[src/hw/rtl/aso_pkg.sv]
package aso_pkg;

   localparam int SET_CAPACITY = 32;
   localparam int DATA_W       = 32;
   localparam int MODE_W       = 2;
   localparam int IDX_W        = (SET_CAPACITY > 1) ? $clog2(SET_CAPACITY) : 1;
   localparam int CNT_W        = $clog2(SET_CAPACITY + 1);

   localparam logic [MODE_W-1:0] MODE_UNION = 2'd0;
   localparam logic [MODE_W-1:0] MODE_INTER = 2'd1;
   localparam logic [MODE_W-1:0] MODE_DIFF  = 2'd2;

   localparam logic SEL_A = 1'b0;
   localparam logic SEL_B = 1'b1;

   typedef enum logic [6:0] {
      ST_LOAD   = 7'b0000001,
      ST_START  = 7'b0000010,
      ST_NEXT   = 7'b0000100,
      ST_GRAB   = 7'b0001000,
      ST_SCAN   = 7'b0010000,
      ST_DECIDE = 7'b0100000,
      ST_FINISH = 7'b1000000
   } state_type;

   // pass over the outer set
   typedef enum logic [1:0] {
      PH_UNION_A = 2'd0,
      PH_UNION_B = 2'd1,
      PH_INTER   = 2'd2,
      PH_DIFF    = 2'd3
   } phase_type;

endpackage

[src/hw/rtl/aso_if.sv]
interface aso_req_if;
   logic                              valid;
   logic                              ready;
   logic                              which_set;
   logic signed [aso_pkg::DATA_W-1:0] element_value;
   logic                              last_of_b;

   modport source (output valid, which_set, element_value, last_of_b, input ready);
   modport sink   (input valid, which_set, element_value, last_of_b, output ready);
endinterface

interface aso_rsp_if;
   logic                              valid;
   logic                              ready;
   logic signed [aso_pkg::DATA_W-1:0] result_value;
   logic                              result_last;
   logic                              result_empty;
   logic                              capacity_overflow;

   modport source (output valid, result_value, result_last, result_empty, capacity_overflow,
                   input ready);
   modport sink   (input valid, result_value, result_last, result_empty, capacity_overflow,
                   output ready);
endinterface

interface aso_csr_if;
   logic                              valid;
   logic                              ready;
   logic [aso_pkg::MODE_W-1:0]        operation_mode;

   modport source (output valid, operation_mode, input ready);
   modport sink   (input valid, operation_mode, output ready);
endinterface

[src/hw/rtl/aso_set_store.sv]
module aso_set_store (
   input  logic                       clock,
   input  logic                       wr_en,
   input  logic [aso_pkg::IDX_W-1:0]  wr_addr,
   input  logic [aso_pkg::DATA_W-1:0] wr_data,
   input  logic [aso_pkg::IDX_W-1:0]  rd_addr,
   output logic [aso_pkg::DATA_W-1:0] rd_data
);

   logic [aso_pkg::DATA_W-1:0] mem [0:aso_pkg::SET_CAPACITY-1];
   logic [aso_pkg::DATA_W-1:0] rd_data_ff;

   // one write port, one registered read port
   always_ff @(posedge clock) begin
      if (wr_en) begin
         mem[wr_addr] <= wr_data;
      end
      rd_data_ff <= mem[rd_addr];
   end

   assign rd_data = rd_data_ff;

endmodule

[src/hw/rtl/array_set_operation_engine.sv]
// channel  dir  handshake          beat carries
// req_chan in   valid/ready        which_set, element_value, last_of_b
// rsp_chan out  valid/ready        result_value, result_last, result_empty, capacity_overflow
// csr_chan in   valid/ready (=1)   operation_mode
//
// the beat marked last_of_b starts the job evaluation; each outer element is compared
// against the inner store entry by entry, and the union a pass scans nothing
// (single 32-bit comparator, one read port per set store); intersection takes b as
// outer and scans a, difference takes a as outer and scans b, and the union b pass
// scans a and then the earlier b entries
// req_chan is not ready while a job is evaluated; a stalled rsp_chan holds the sequencer
// synchronous active-high reset clears the counts, flag, mode, sequencer and output valid
module array_set_operation_engine (
   input  logic       clock,
   input  logic       reset,
   aso_req_if.sink    req_chan,
   aso_rsp_if.source  rsp_chan,
   aso_csr_if.sink    csr_chan
);

   localparam int IW = aso_pkg::IDX_W;
   localparam int CW = aso_pkg::CNT_W;
   localparam int DW = aso_pkg::DATA_W;

   // sequencer and counters
   aso_pkg::state_type        state_ff,   state_in;
   aso_pkg::phase_type        phase_ff,   phase_in;
   logic [CW-1:0]             oi_ff,      oi_in;      // outer element index
   logic [CW-1:0]             ii_ff,      ii_in;      // inner scan index
   logic                      inner_b_ff, inner_b_in; // which store is scanned
   logic                      pend_ff,    pend_in;    // read issued last cycle
   logic                      found_ff,   found_in;
   logic [DW-1:0]             cand_ff,    cand_in;    // outer element under test
   logic                      held_v_ff,  held_v_in;  // one-deep hold to know the last
   logic [DW-1:0]             held_ff,    held_in;
   logic [CW-1:0]             count_a_ff, count_a_in;
   logic [CW-1:0]             count_b_ff, count_b_in;
   logic                      ovf_ff,     ovf_in;
   logic [aso_pkg::MODE_W-1:0] mode_ff,   mode_in;

   // output register
   logic                      rsp_valid_ff, rsp_valid_in;
   logic [DW-1:0]             rsp_value_ff, rsp_value_in;
   logic                      rsp_last_ff,  rsp_last_in;
   logic                      rsp_empty_ff, rsp_empty_in;
   logic                      rsp_ovf_ff,   rsp_ovf_in;

   logic          req_fire, rsp_fire, out_free;
   logic          wr_a_en, wr_b_en;
   logic [IW-1:0] a_addr, b_addr;
   logic [DW-1:0] a_rd, b_rd, scan_data;
   logic          outer_b;
   logic [CW-1:0] outer_cnt, inner_lim;
   logic          hit, emit;

   assign req_chan.ready = (state_ff == aso_pkg::ST_LOAD);
   assign csr_chan.ready = 1'b1;
   assign req_fire = req_chan.valid & req_chan.ready;
   assign rsp_fire = rsp_valid_ff & rsp_chan.ready;
   assign out_free = ~rsp_valid_ff | rsp_chan.ready;

   // loads go to the store picked by which_set while there is room
   assign wr_a_en = req_fire & (req_chan.which_set == aso_pkg::SEL_A)
                    & (count_a_ff < CW'(aso_pkg::SET_CAPACITY));
   assign wr_b_en = req_fire & (req_chan.which_set == aso_pkg::SEL_B)
                    & (count_b_ff < CW'(aso_pkg::SET_CAPACITY));

   // outer fetch in NEXT, inner reads in SCAN
   assign a_addr = (state_ff == aso_pkg::ST_NEXT) ? oi_ff[IW-1:0] : ii_ff[IW-1:0];
   assign b_addr = (state_ff == aso_pkg::ST_NEXT) ? oi_ff[IW-1:0] : ii_ff[IW-1:0];

   aso_set_store u_store_a (
      .clock   (clock),
      .wr_en   (wr_a_en),
      .wr_addr (count_a_ff[IW-1:0]),
      .wr_data (req_chan.element_value),
      .rd_addr (a_addr),
      .rd_data (a_rd)
   );

   aso_set_store u_store_b (
      .clock   (clock),
      .wr_en   (wr_b_en),
      .wr_addr (count_b_ff[IW-1:0]),
      .wr_data (req_chan.element_value),
      .rd_addr (b_addr),
      .rd_data (b_rd)
   );

   assign outer_b   = (phase_ff == aso_pkg::PH_UNION_B) | (phase_ff == aso_pkg::PH_INTER);
   assign outer_cnt = outer_b ? count_b_ff : count_a_ff;
   // union b pass checks only the earlier b entries
   assign inner_lim = inner_b_ff ? ((phase_ff == aso_pkg::PH_UNION_B) ? oi_ff : count_b_ff)
                                 : count_a_ff;
   assign scan_data = inner_b_ff ? b_rd : a_rd;
   // the shared comparator
   assign hit = pend_ff & (scan_data == cand_ff);

   always_comb begin
      case (phase_ff)
         aso_pkg::PH_UNION_A: emit = 1'b1;
         aso_pkg::PH_INTER:   emit = found_ff;
         default:             emit = ~found_ff;
      endcase
   end

   always_comb begin
      state_in     = state_ff;
      phase_in     = phase_ff;
      oi_in        = oi_ff;
      ii_in        = ii_ff;
      inner_b_in   = inner_b_ff;
      pend_in      = pend_ff;
      found_in     = found_ff;
      cand_in      = cand_ff;
      held_v_in    = held_v_ff;
      held_in      = held_ff;
      count_a_in   = count_a_ff;
      count_b_in   = count_b_ff;
      ovf_in       = ovf_ff;
      mode_in      = mode_ff;
      rsp_valid_in = rsp_fire ? 1'b0 : rsp_valid_ff;
      rsp_value_in = rsp_value_ff;
      rsp_last_in  = rsp_last_ff;
      rsp_empty_in = rsp_empty_ff;
      rsp_ovf_in   = rsp_ovf_ff;

      if (csr_chan.valid) begin
         mode_in = csr_chan.operation_mode;
      end

      unique case (state_ff)
         aso_pkg::ST_LOAD: begin
            if (req_fire) begin
               if (wr_a_en) begin
                  count_a_in = count_a_ff + CW'(1);
               end else if (wr_b_en) begin
                  count_b_in = count_b_ff + CW'(1);
               end else begin
                  ovf_in = 1'b1;
               end
               if (req_chan.last_of_b) begin
                  state_in = aso_pkg::ST_START;
               end
            end
         end
         aso_pkg::ST_START: begin
            oi_in    = '0;
            state_in = aso_pkg::ST_NEXT;
            case (mode_ff)
               aso_pkg::MODE_UNION: phase_in = aso_pkg::PH_UNION_A;
               aso_pkg::MODE_INTER: phase_in = aso_pkg::PH_INTER;
               aso_pkg::MODE_DIFF:  phase_in = aso_pkg::PH_DIFF;
               default:             state_in = aso_pkg::ST_FINISH;
            endcase
         end
         aso_pkg::ST_NEXT: begin
            if (oi_ff < outer_cnt) begin
               state_in = aso_pkg::ST_GRAB;
            end else if (phase_ff == aso_pkg::PH_UNION_A) begin
               phase_in = aso_pkg::PH_UNION_B;
               oi_in    = '0;
            end else begin
               state_in = aso_pkg::ST_FINISH;
            end
         end
         aso_pkg::ST_GRAB: begin
            cand_in = outer_b ? b_rd : a_rd;
            if (phase_ff == aso_pkg::PH_UNION_A) begin
               found_in = 1'b0;
               state_in = aso_pkg::ST_DECIDE;
            end else begin
               ii_in      = '0;
               pend_in    = 1'b0;
               inner_b_in = (phase_ff == aso_pkg::PH_DIFF);
               state_in   = aso_pkg::ST_SCAN;
            end
         end
         aso_pkg::ST_SCAN: begin
            if (hit) begin
               found_in = 1'b1;
               pend_in  = 1'b0;
               state_in = aso_pkg::ST_DECIDE;
            end else if (ii_ff < inner_lim) begin
               ii_in   = ii_ff + CW'(1);
               pend_in = 1'b1;
            end else if (!inner_b_ff && (phase_ff == aso_pkg::PH_UNION_B)) begin
               // done with a, go on to the earlier b entries
               inner_b_in = 1'b1;
               ii_in      = '0;
               pend_in    = 1'b0;
            end else begin
               found_in = 1'b0;
               pend_in  = 1'b0;
               state_in = aso_pkg::ST_DECIDE;
            end
         end
         aso_pkg::ST_DECIDE: begin
            if (!(emit && held_v_ff && !out_free)) begin
               if (emit) begin
                  if (held_v_ff) begin
                     rsp_valid_in = 1'b1;
                     rsp_value_in = held_ff;
                     rsp_last_in  = 1'b0;
                     rsp_empty_in = 1'b0;
                     rsp_ovf_in   = ovf_ff;
                  end
                  held_in   = cand_ff;
                  held_v_in = 1'b1;
               end
               oi_in    = oi_ff + CW'(1);
               state_in = aso_pkg::ST_NEXT;
            end
         end
         aso_pkg::ST_FINISH: begin
            if (out_free) begin
               rsp_valid_in = 1'b1;
               rsp_value_in = held_v_ff ? held_ff : '0;
               rsp_last_in  = 1'b1;
               rsp_empty_in = ~held_v_ff;
               rsp_ovf_in   = ovf_ff;
               held_v_in    = 1'b0;
               count_a_in   = '0;
               count_b_in   = '0;
               ovf_in       = 1'b0;
               state_in     = aso_pkg::ST_LOAD;
            end
         end
         default: begin
            state_in = aso_pkg::ST_LOAD;
         end
      endcase
   end

   always_ff @(posedge clock) begin
      if (reset) begin
         state_ff     <= aso_pkg::ST_LOAD;
         phase_ff     <= aso_pkg::PH_UNION_A;
         pend_ff      <= 1'b0;
         held_v_ff    <= 1'b0;
         count_a_ff   <= '0;
         count_b_ff   <= '0;
         ovf_ff       <= 1'b0;
         mode_ff      <= aso_pkg::MODE_UNION;
         rsp_valid_ff <= 1'b0;
      end else begin
         state_ff     <= state_in;
         phase_ff     <= phase_in;
         pend_ff      <= pend_in;
         held_v_ff    <= held_v_in;
         count_a_ff   <= count_a_in;
         count_b_ff   <= count_b_in;
         ovf_ff       <= ovf_in;
         mode_ff      <= mode_in;
         rsp_valid_ff <= rsp_valid_in;
      end
   end

   // payload and index registers
   always_ff @(posedge clock) begin
      oi_ff        <= oi_in;
      ii_ff        <= ii_in;
      inner_b_ff   <= inner_b_in;
      found_ff     <= found_in;
      cand_ff      <= cand_in;
      held_ff      <= held_in;
      rsp_value_ff <= rsp_value_in;
      rsp_last_ff  <= rsp_last_in;
      rsp_empty_ff <= rsp_empty_in;
      rsp_ovf_ff   <= rsp_ovf_in;
   end

   assign rsp_chan.valid             = rsp_valid_ff;
   assign rsp_chan.result_value      = rsp_value_ff;
   assign rsp_chan.result_last       = rsp_last_ff;
   assign rsp_chan.result_empty      = rsp_empty_ff;
   assign rsp_chan.capacity_overflow = rsp_ovf_ff;

endmodule
[src/flat_wrapper.sv]
// flat-port wrapper written by rule: the top's interface ports become plain ports
module array_set_operation_engine_flat 
  (clock, reset, req_chan_valid, req_chan_which_set, req_chan_element_value, req_chan_last_of_b, req_chan_ready, rsp_chan_valid, rsp_chan_result_value, rsp_chan_result_last, rsp_chan_result_empty, rsp_chan_capacity_overflow, rsp_chan_ready, csr_chan_valid, csr_chan_operation_mode, csr_chan_ready);
  aso_req_if req_chan_i ();
  aso_rsp_if rsp_chan_i ();
  aso_csr_if csr_chan_i ();
  input  logic clock;
  input  logic reset;
  input wire logic [$bits(req_chan_i.valid)-1:0] req_chan_valid;
  input wire logic [$bits(req_chan_i.which_set)-1:0] req_chan_which_set;
  input wire logic [$bits(req_chan_i.element_value)-1:0] req_chan_element_value;
  input wire logic [$bits(req_chan_i.last_of_b)-1:0] req_chan_last_of_b;
  output wire logic [$bits(req_chan_i.ready)-1:0] req_chan_ready;
  output wire logic [$bits(rsp_chan_i.valid)-1:0] rsp_chan_valid;
  output wire logic [$bits(rsp_chan_i.result_value)-1:0] rsp_chan_result_value;
  output wire logic [$bits(rsp_chan_i.result_last)-1:0] rsp_chan_result_last;
  output wire logic [$bits(rsp_chan_i.result_empty)-1:0] rsp_chan_result_empty;
  output wire logic [$bits(rsp_chan_i.capacity_overflow)-1:0] rsp_chan_capacity_overflow;
  input wire logic [$bits(rsp_chan_i.ready)-1:0] rsp_chan_ready;
  input wire logic [$bits(csr_chan_i.valid)-1:0] csr_chan_valid;
  input wire logic [$bits(csr_chan_i.operation_mode)-1:0] csr_chan_operation_mode;
  output wire logic [$bits(csr_chan_i.ready)-1:0] csr_chan_ready;
  assign req_chan_i.valid = req_chan_valid;
  assign req_chan_i.which_set = req_chan_which_set;
  assign req_chan_i.element_value = req_chan_element_value;
  assign req_chan_i.last_of_b = req_chan_last_of_b;
  assign req_chan_ready = req_chan_i.ready;
  assign rsp_chan_valid = rsp_chan_i.valid;
  assign rsp_chan_result_value = rsp_chan_i.result_value;
  assign rsp_chan_result_last = rsp_chan_i.result_last;
  assign rsp_chan_result_empty = rsp_chan_i.result_empty;
  assign rsp_chan_capacity_overflow = rsp_chan_i.capacity_overflow;
  assign rsp_chan_i.ready = rsp_chan_ready;
  assign csr_chan_i.valid = csr_chan_valid;
  assign csr_chan_i.operation_mode = csr_chan_operation_mode;
  assign csr_chan_ready = csr_chan_i.ready;
  array_set_operation_engine u_core (.clock(clock), .reset(reset), .req_chan(req_chan_i), .rsp_chan(rsp_chan_i), .csr_chan(csr_chan_i));
endmodule
[config.mk]
export PLATFORM = sky130hd
export DESIGN_NAME = array_set_operation_engine_flat
export DESIGN_NICKNAME = d
export VERILOG_FILES = /design/src/hw/rtl/aso_pkg.sv /design/src/hw/rtl/aso_if.sv /design/src/hw/rtl/aso_set_store.sv /design/src/hw/rtl/array_set_operation_engine.sv /design/src/flat_wrapper.sv
export SDC_FILE = /design/constraint.sdc
export NUM_CORES = 2
export LEC_CHECK = 0
export ABC_CLOCK_PERIOD_IN_PS = 5000
export BUFFER_PORTS_ARGS = -buffer_cell sky130_fd_sc_hd__buf_2
export CORE_ASPECT_RATIO = 1.75
export CORE_MARGIN = 1
export CORE_UTILIZATION = 55
export DETAILED_ROUTE_END_ITERATION = 10
export PLACE_DENSITY = 0.71
export SLEW_MARGIN = 0
export SYNTH_ARGS = -nofsm -noshare
export SYNTH_HDL_FRONTEND = slang
export SYNTH_HIERARCHICAL = 1
export SYNTH_SLANG_ARGS = --single-unit
[constraint.sdc]
create_clock -name clock -period 5 [get_ports clock]
set_input_delay 0.75 -clock clock [delete_from_list [all_inputs] [get_ports clock]]
set_output_delay 0.75 -clock clock [all_outputs]
set_load 0.02 [all_outputs]
# --- Word-level counts from Yosys, hierarchy flattened ---
# Memories as Yosys holds them, arrays and structs flattened. A register that Yosys moved wholly into a read port is not among the register bits.
# Index checks and enable logic that the tools add are counted.
totals:
  ff_bits: 140
  ramBits: 2048
  input_bits: 41
  out_inout_bits: 38
  wordCells: 194
  mem_count: 2
op_classes:
  n_addsub: 4
  magnitude_cmp: 4
  n_eq_ne: 35
  mux: 90
  bitwise_logic: 14
  n_reduce_logical: 26
memory_table:
  columns: ["memory", "words", "word_bits", "rd", "rd_ports_with_merged_regs", "write_ports", "line_no", "rtl"]
  rows:
  - ["u_core.u_store_a.mem", 32, 32, 1, 1, 1, "aso_set_store.sv:10", "logic [aso_pkg::DATA_W-1:0] mem [0:aso_pkg::SET_CAPACITY-1];"]
  - ["u_core.u_store_b.mem", 32, 32, 1, 1, 1, "aso_set_store.sv:10", null]
ops:
  columns: ["operator", "n"]
  rows:
  - ["two-way mux 32 bit", 7]
  - ["two-way mux 6 bit", 17]
  - ["two-way mux 7 bit", 10]
  - ["case mux 32 bit (2 select lines)", 1]
  - ["case mux 7 bit (7 select lines)", 1]
  - ["case mux 6 bit (2 select lines)", 3]
  - ["two-way mux 1 bit", 35]
  - ["equality test 32 bit", 1]
  - ["adder 6 x 1 -> 6 bit (second input constant)", 4]
  - ["inequality test 2 bit (second input constant)", 12]
  - ["AND reduction 4 bit", 6]
  - ["case mux 1 bit (2 select lines)", 10]
  - ["AND reduction 5 bit", 4]
  - ["case mux 6 bit (3 select lines)", 1]
  - ["less-than comparator 6 bit", 2]
  - ["less-than comparator 6 bit (second input constant)", 2]
  - ["inequality test 2 x 1 -> 1 bit (second input constant)", 5]
  - ["nonzero test 2 bit", 4]
  - ["bitwise AND 1 bit", 7]
  - ["equality test 7 x 1 -> 1 bit (second input constant)", 1]
  - ["equality test 7 x 2 -> 1 bit (second input constant)", 1]
  - ["equality test 7 x 3 -> 1 bit (second input constant)", 1]
  - ["equality test 7 x 4 -> 1 bit (second input constant)", 1]
  - ["equality test 7 x 5 -> 1 bit (second input constant)", 1]
  - ["22 further kinds", 36]

# --- Longest topological paths before layout ---
logic_depth:
  ltp_word: 8
  ltp_mapped: 13
  mapped_depth_nobuf: 12

# --- Modules after synthesis ---
# Netlist, hierarchy kept.
by_module_without_submodules:
  columns: ["mod", "n_inst", "cells_per_inst", "area_per_inst_um2", "seq_area_each_um2"]
  rows:
  - ["aso_set_store", 2, 2260, 40492.6, 31390.1]
  - ["array_set_operation_engine", 1, 534, 6975.4, 3933.8]

# --- Least setup slack after synthesis ---
# OpenSTA, ideal clock, no wires.
synth_timing:
  path_kind: "register -> register"
  from: "register u_core.state_ff[2]"
  to: "register u_core.ii_ff[0], enable pin"
  setup_time_ps: 377
  arrival_time_ps: 4058
  required_ps: 4623
  setup_slack_ps: 565
  stages_incl_launch_ff: 6
  n_path_buf: 0
  period_less_slack_ps: 4435
  cell_sequence: "dfxtp_1 > nor3_1 > nand2_1 > nor3b_1 > nand2b_1 > o21ai_0"
synth_between:
  elab_chain_len: 3
  elab_cells_between_ends: 7
  classes_between: "eq/ne (5); reduce/logical (2)"
synth_rtl:
  columns: ["item", "line_no", "rtl"]
  rows:
  - ["start, declared", "array_set_operation_engine.sv:26", "aso_pkg::state_type state_ff, state_in;"]
  - ["start signal, assigned", "array_set_operation_engine.sv:237", "state_ff <= aso_pkg::ST_LOAD;"]
  - ["start signal, assigned", "array_set_operation_engine.sv:247", "state_ff <= state_in;"]
  - ["equality test 7 x 5 -> 1 bit or equality test 7 x 4 -> 1 bit (tied branches)", "array_set_operation_engine.sv:132", "unique case (state_ff)"]
  - ["inequality test 3 x 1 -> 1 bit (no line), or another cell as far along", null, null]
  - ["AND reduction 4 bit (no line) *", null, null]
  - ["end signal, assigned", "array_set_operation_engine.sv:262", "ii_ff <= ii_in;"]
  - ["end, declared", "array_set_operation_engine.sv:29", "logic [CW-1:0] ii_ff, ii_in;"]
# Mark *: on every way between the ends. The rest lies on a longest branch, timed or not.
# A chain may end at the register's enable or synchronous reset.

# --- Worst setup path in the final report ---
layout_timing:
  from: "register u_core.inner_b_ff"
  to: "register u_core.ii_ff[2], enable pin"
layout_between:
  elab_chain_len: 5
  elab_cells_between_ends: 10
  classes_between: "order compare (1); eq/ne (3); mux (2); bitwise (1); reduce/logical (3)"
layout_rtl:
  columns: ["item", "line_no", "rtl"]
  rows:
  - ["start, declared", "array_set_operation_engine.sv:30", "logic inner_b_ff, inner_b_in;"]
  - ["start signal, assigned", "array_set_operation_engine.sv:263", "inner_b_ff <= inner_b_in;"]
  - ["branches (longest 4 deep; another with less-than comparator 6 bit)", null, null]
  - ["AND reduction 4 bit (no line) *", null, null]
# Every way passes the cells marked *.

==> flow_metrics.tcl <==
set metrics [dict create \
    status "completed" \
    hp-class "input pin to flip-flop" \
    hold_viol 0 \
    syn-num-nets 5117 \
    cts_hold_buffers 0 \
    ys_warn_count 6 \
    post_cts_buffers 0 \
    start_util_pct 55.53 \
    post_dp_cell_area_mm2 0.09173 \
    clock_path_buffers 4 \
    min_period_ns 4.004 \
    die_y_um 531.0 \
    portBuffers 77 \
    root_buffer "clkbuf_16" \
    p_leak_nw 38.21 \
    cp_data_required_time_ns 5.39 \
    synth-simple-area-share_pct 3.917 \
    worstSetupPathType "flip-flop to flip-flop" \
    insertion_delay_ns 0.83 \
    drc 0 \
    fin_nets 5300 \
    maxSlewViolCount 0 \
    fillers 11140 \
    critPathLaunchType "flip-flop" \
    maxCapViolations 0 \
    critPathCaptureType "flip-flop" \
    numClockSinks 2252 \
    vias 46340 \
    via_per_inst 6.232 \
    drtIter0Drc 4308 \
    fin_crit_sh_pct 80.08 \
    synth_top_family_by_area "multiplexers" \
    yosysUniqueCellTypes 60 \
    path_buf_inv 1 \
    design_area_mm2 0.09782 \
    finalSetupViolations 0 \
    ys.flop_type "edfxtp_1" \
    fin_worst_skew_ns 0.06527 \
    critPathMaxFanout 16 \
    synth_edf_count 2161 \
    cts_buffers 191 \
    post-dp-hpwl_mm 133.9 \
    drive_above_1_share_pct 12.70 \
    grt_overflow 0 \
    avgSynthCellArea_um2 17.40 \
    p_per_area_mw_per_mm2 384.0 \
    critPathTopFamily "flip-flops" \
    grt_first_pass_wirelength_mm 310.2 \
    p_sw_share_pct 21.12 \
    design.core.area_mm2 0.1584 \
    ant_nets 0 \
    grt_max_degree 104 \
    path_clk_slew_ns 0.06 \
    critPathArrivalTime_ns 4.39 \
    async_flop_share_pct 0 \
    grt_usage_pct 26.47 \
    synth_xor_xnor_area_share_pct 0.4879 \
    syn-cell-area_mm2 0.08796 \
    synth_seq_cells 2252 \
    peakVddDrop_mv 0.2903 \
    dr.pass1.iters 8 \
    setup_tns_ns 0 \
    p_seq_share_pct 56.8 \
    synthMuxAreaShare_pct 12.69 \
    p_int_mw 29.63 \
    fmax_ghz 0.2497 \
    routedWlPerCell_um 29.12 \
    grt_pass1_vias 46110 \
    die-area_mm2 0.1616 \
    antenna_found_initial 6 \
    area_growth_pct 11.20 \
    p_sw_mw 7.932 \
    place_congestion 0.9044 \
    row_count 193 \
    pin_count 79 \
    cts_tree "done" \
    syn_inst 5054 \
    pwr-share-clk_pct 38.8 \
    cts_resized 0 \
    power_frac_comb_pct 4.4 \
    htreeDepth 4 \
    synth-compound-area-share_pct 4.863 \
    cpPeakStageDelay_ns 1.02 \
    synthAdderAreaFrac_pct 0.3129 \
    die-width_um 304.3 \
    rsz0062_at_grt "no" \
    slowest_stage "edfxtp_1" \
    relSlewSlack_pct 16.24 \
    cp_cell_sequence "buf_4 > mux2i_1 > xnor2_1 > nor3_1 > nand3_1 > o31ai_1 > o21ai_0" \
    yosysSeqAreaShare_pct 75.85 \
    drt_wl_total_mm 216.5 \
    worst_pin_slew_ns 1.256 \
]
metrics by stage:
| step | utilization, % | cells | hold WS (ns) | power [mW] | setup slack [ns] |
|---|---|---|---|---|---|
| 2_1_floorplan | - | 5054 | 0.4090 | 22.44 | 0.5650 |
| 3_3_place_gp | 57.91 | 7091 | 0.4153 | 23.36 | 1.143 |
| 3_5_place_dp | 57.91 | 7091 | 0.4347 | 23.40 | 1.083 |
| 4_1_cts | 61.75 | 7434 | 0.1328 | 37.73 | 1.026 |
| 5_1_grt | 61.75 | 7435 | 0.1787 | 38.51 | 0.9089 |
| 6_report | 61.75 | 7435 | 0.1760 | 37.56 | 0.9959 |
flip-flops by register name, indices dropped and copies added, names as in the netlist, 2 cells and up:
name and count:
u_core/rsp_chan.result_value 32, u_core/u_store_b/rd_data 32, u_core/phase_ff 2, u_core/count_a_ff 6
u_core/oi_ff 6, u_core/ii_ff 6, u_core/held_ff 32, u_core/u_store_b/mem 1024
u_core/cand_ff 32, u_core/u_store_a/rd_data 32, u_core/u_store_a/mem 1024, u_core/count_b_ff 6
u_core/mode_ff 2, u_core/state_ff 7
routing by layer:
layer | up-vias | wire length, um | GRT usage (%)
met5 | - | 0 | 0
li1 | 20240 | - | -
met1 | 23870 | 76970 | 30.30
met4 | 0 | 11930 | 13.68
met3 | 465 | 11490 | 2.890
met2 | 1758 | 116100 | 48.87
final timing paths:
kind,end,start,cells after the start,slack [ns]
worst max-delay path,u_core/ii_ff[2],u_core/inner_b_ff,7,1.0
worst min-delay path,u_core/mode_ff[1],csr_chan_operation_mode[1],3,0.18
worst min register to register,u_core/rsp_chan.capacity_overflow,u_core/ovf_ff,0,0.41
worst max register to register,u_core/ii_ff[2],u_core/inner_b_ff,7,1.0
synthesized netlist by cell type (5+ instances only):
| master | count | share of area (%) |
|---|---|---|
| mux2_2 | 38 | 0.49 |
| buf_4 | 69 | 0.59 |
| a22oi_1 | 193 | 1.6 |
| a21oi_1 | 201 | 1.1 |
| a22o_1 | 129 | 1.3 |
| edfxtp_1 | 2161 | 74 |
| a31oi_1 | 70 | 0.50 |
| clkbuf_1 | 92 | 0.39 |
| dfxtp_1 | 91 | 2.1 |
| or3b_2 | 7 | 0.070 |
| nor3_1 | 70 | 0.40 |
| buf_6 | 32 | 0.41 |
| mux2i_1 | 1072 | 12 |
| nand3_1 | 203 | 1.2 |
| xnor2_1 | 40 | 0.40 |
| ha_1 | 22 | 0.31 |
| nand2b_1 | 9 | 0.064 |
| xor2_1 | 9 | 0.090 |
| nand2_1 | 221 | 0.94 |
| o21ai_0 | 10 | 0.057 |
| nor2b_1 | 40 | 0.28 |
| inv_1 | 9 | 0.038 |
| nor2_1 | 110 | 0.47 |
| buf_1 | 12 | 0.051 |
| buf_2 | 61 | 0.35 |
| nand3b_1 | 11 | 0.094 |
| nor4_2 | 5 | 0.071 |
cells in the final DEF (no fill, tap or decap), drive strengths merged, types with 5 or more instances in the layout:
master    instances
edfxtp         2161
mux2i          1072
buf             261
clkbuf          245
nand2           221
nand3           203
a21oi           201
a22oi           193
a22o            129
nor2            110
dfxtp            91
clkinv           72
nor3             70
a31oi            70
xnor2            40
nor2b            40
mux2             38
ha               22
bufinv           15
inv              14
nand3b           11
o21ai            10
nor4             10
xor2              9
nand2b            9
clkinvlp          7
or3b              7
nand4             5
nor3b             5
tightest hold or removal path: stages:
cell and delay [ns]:
buf_2 0.07, mux2i_1 0.05, nor2_1 0.07
power groups by stage:
stage	Clock (mW)	Sequential [mW]	Combinational, mW
after floorplan	0	21.6	0.849
after global placement	0	21.7	1.62
after detailed placement	0	21.7	1.65
after CTS	14.7	21.3	1.66
after global routing	15.4	21.3	1.75
final	14.6	21.3	1.65
final cells by class:
class                      instances  area (um2)  share of cell area, %
sequential                      2252       66710                  68.20
multi-input combinational       2521       20170                  20.62
clock buffer                     245        5185                  5.301
tap                             2047        2561                  2.618
timing repair buffer             261        2242                  2.292
clock inverter                    98       899.6                 0.9197
inverter                          10       37.54                0.03837
antenna                            1       2.502               0.002558
kinds of logic (layout without fill, tap and decap cells):
| kind of cell | Yosys count | count (layout) |
|---|---|---|
| adders and majority gates | 22 | 22 |
| DFF | 2252 | 2252 |
| other | 1 | 2 |
| buffers and inverters | 281 | 614 |
| muxes | 1110 | 1110 |
| and+or+nand+nor | 713 | 713 |
| AOI/OAI and AO/OA | 626 | 626 |
| xor gates and xnor gates | 49 | 49 |
No activity file was read; power rests on OpenSTA's default activity.
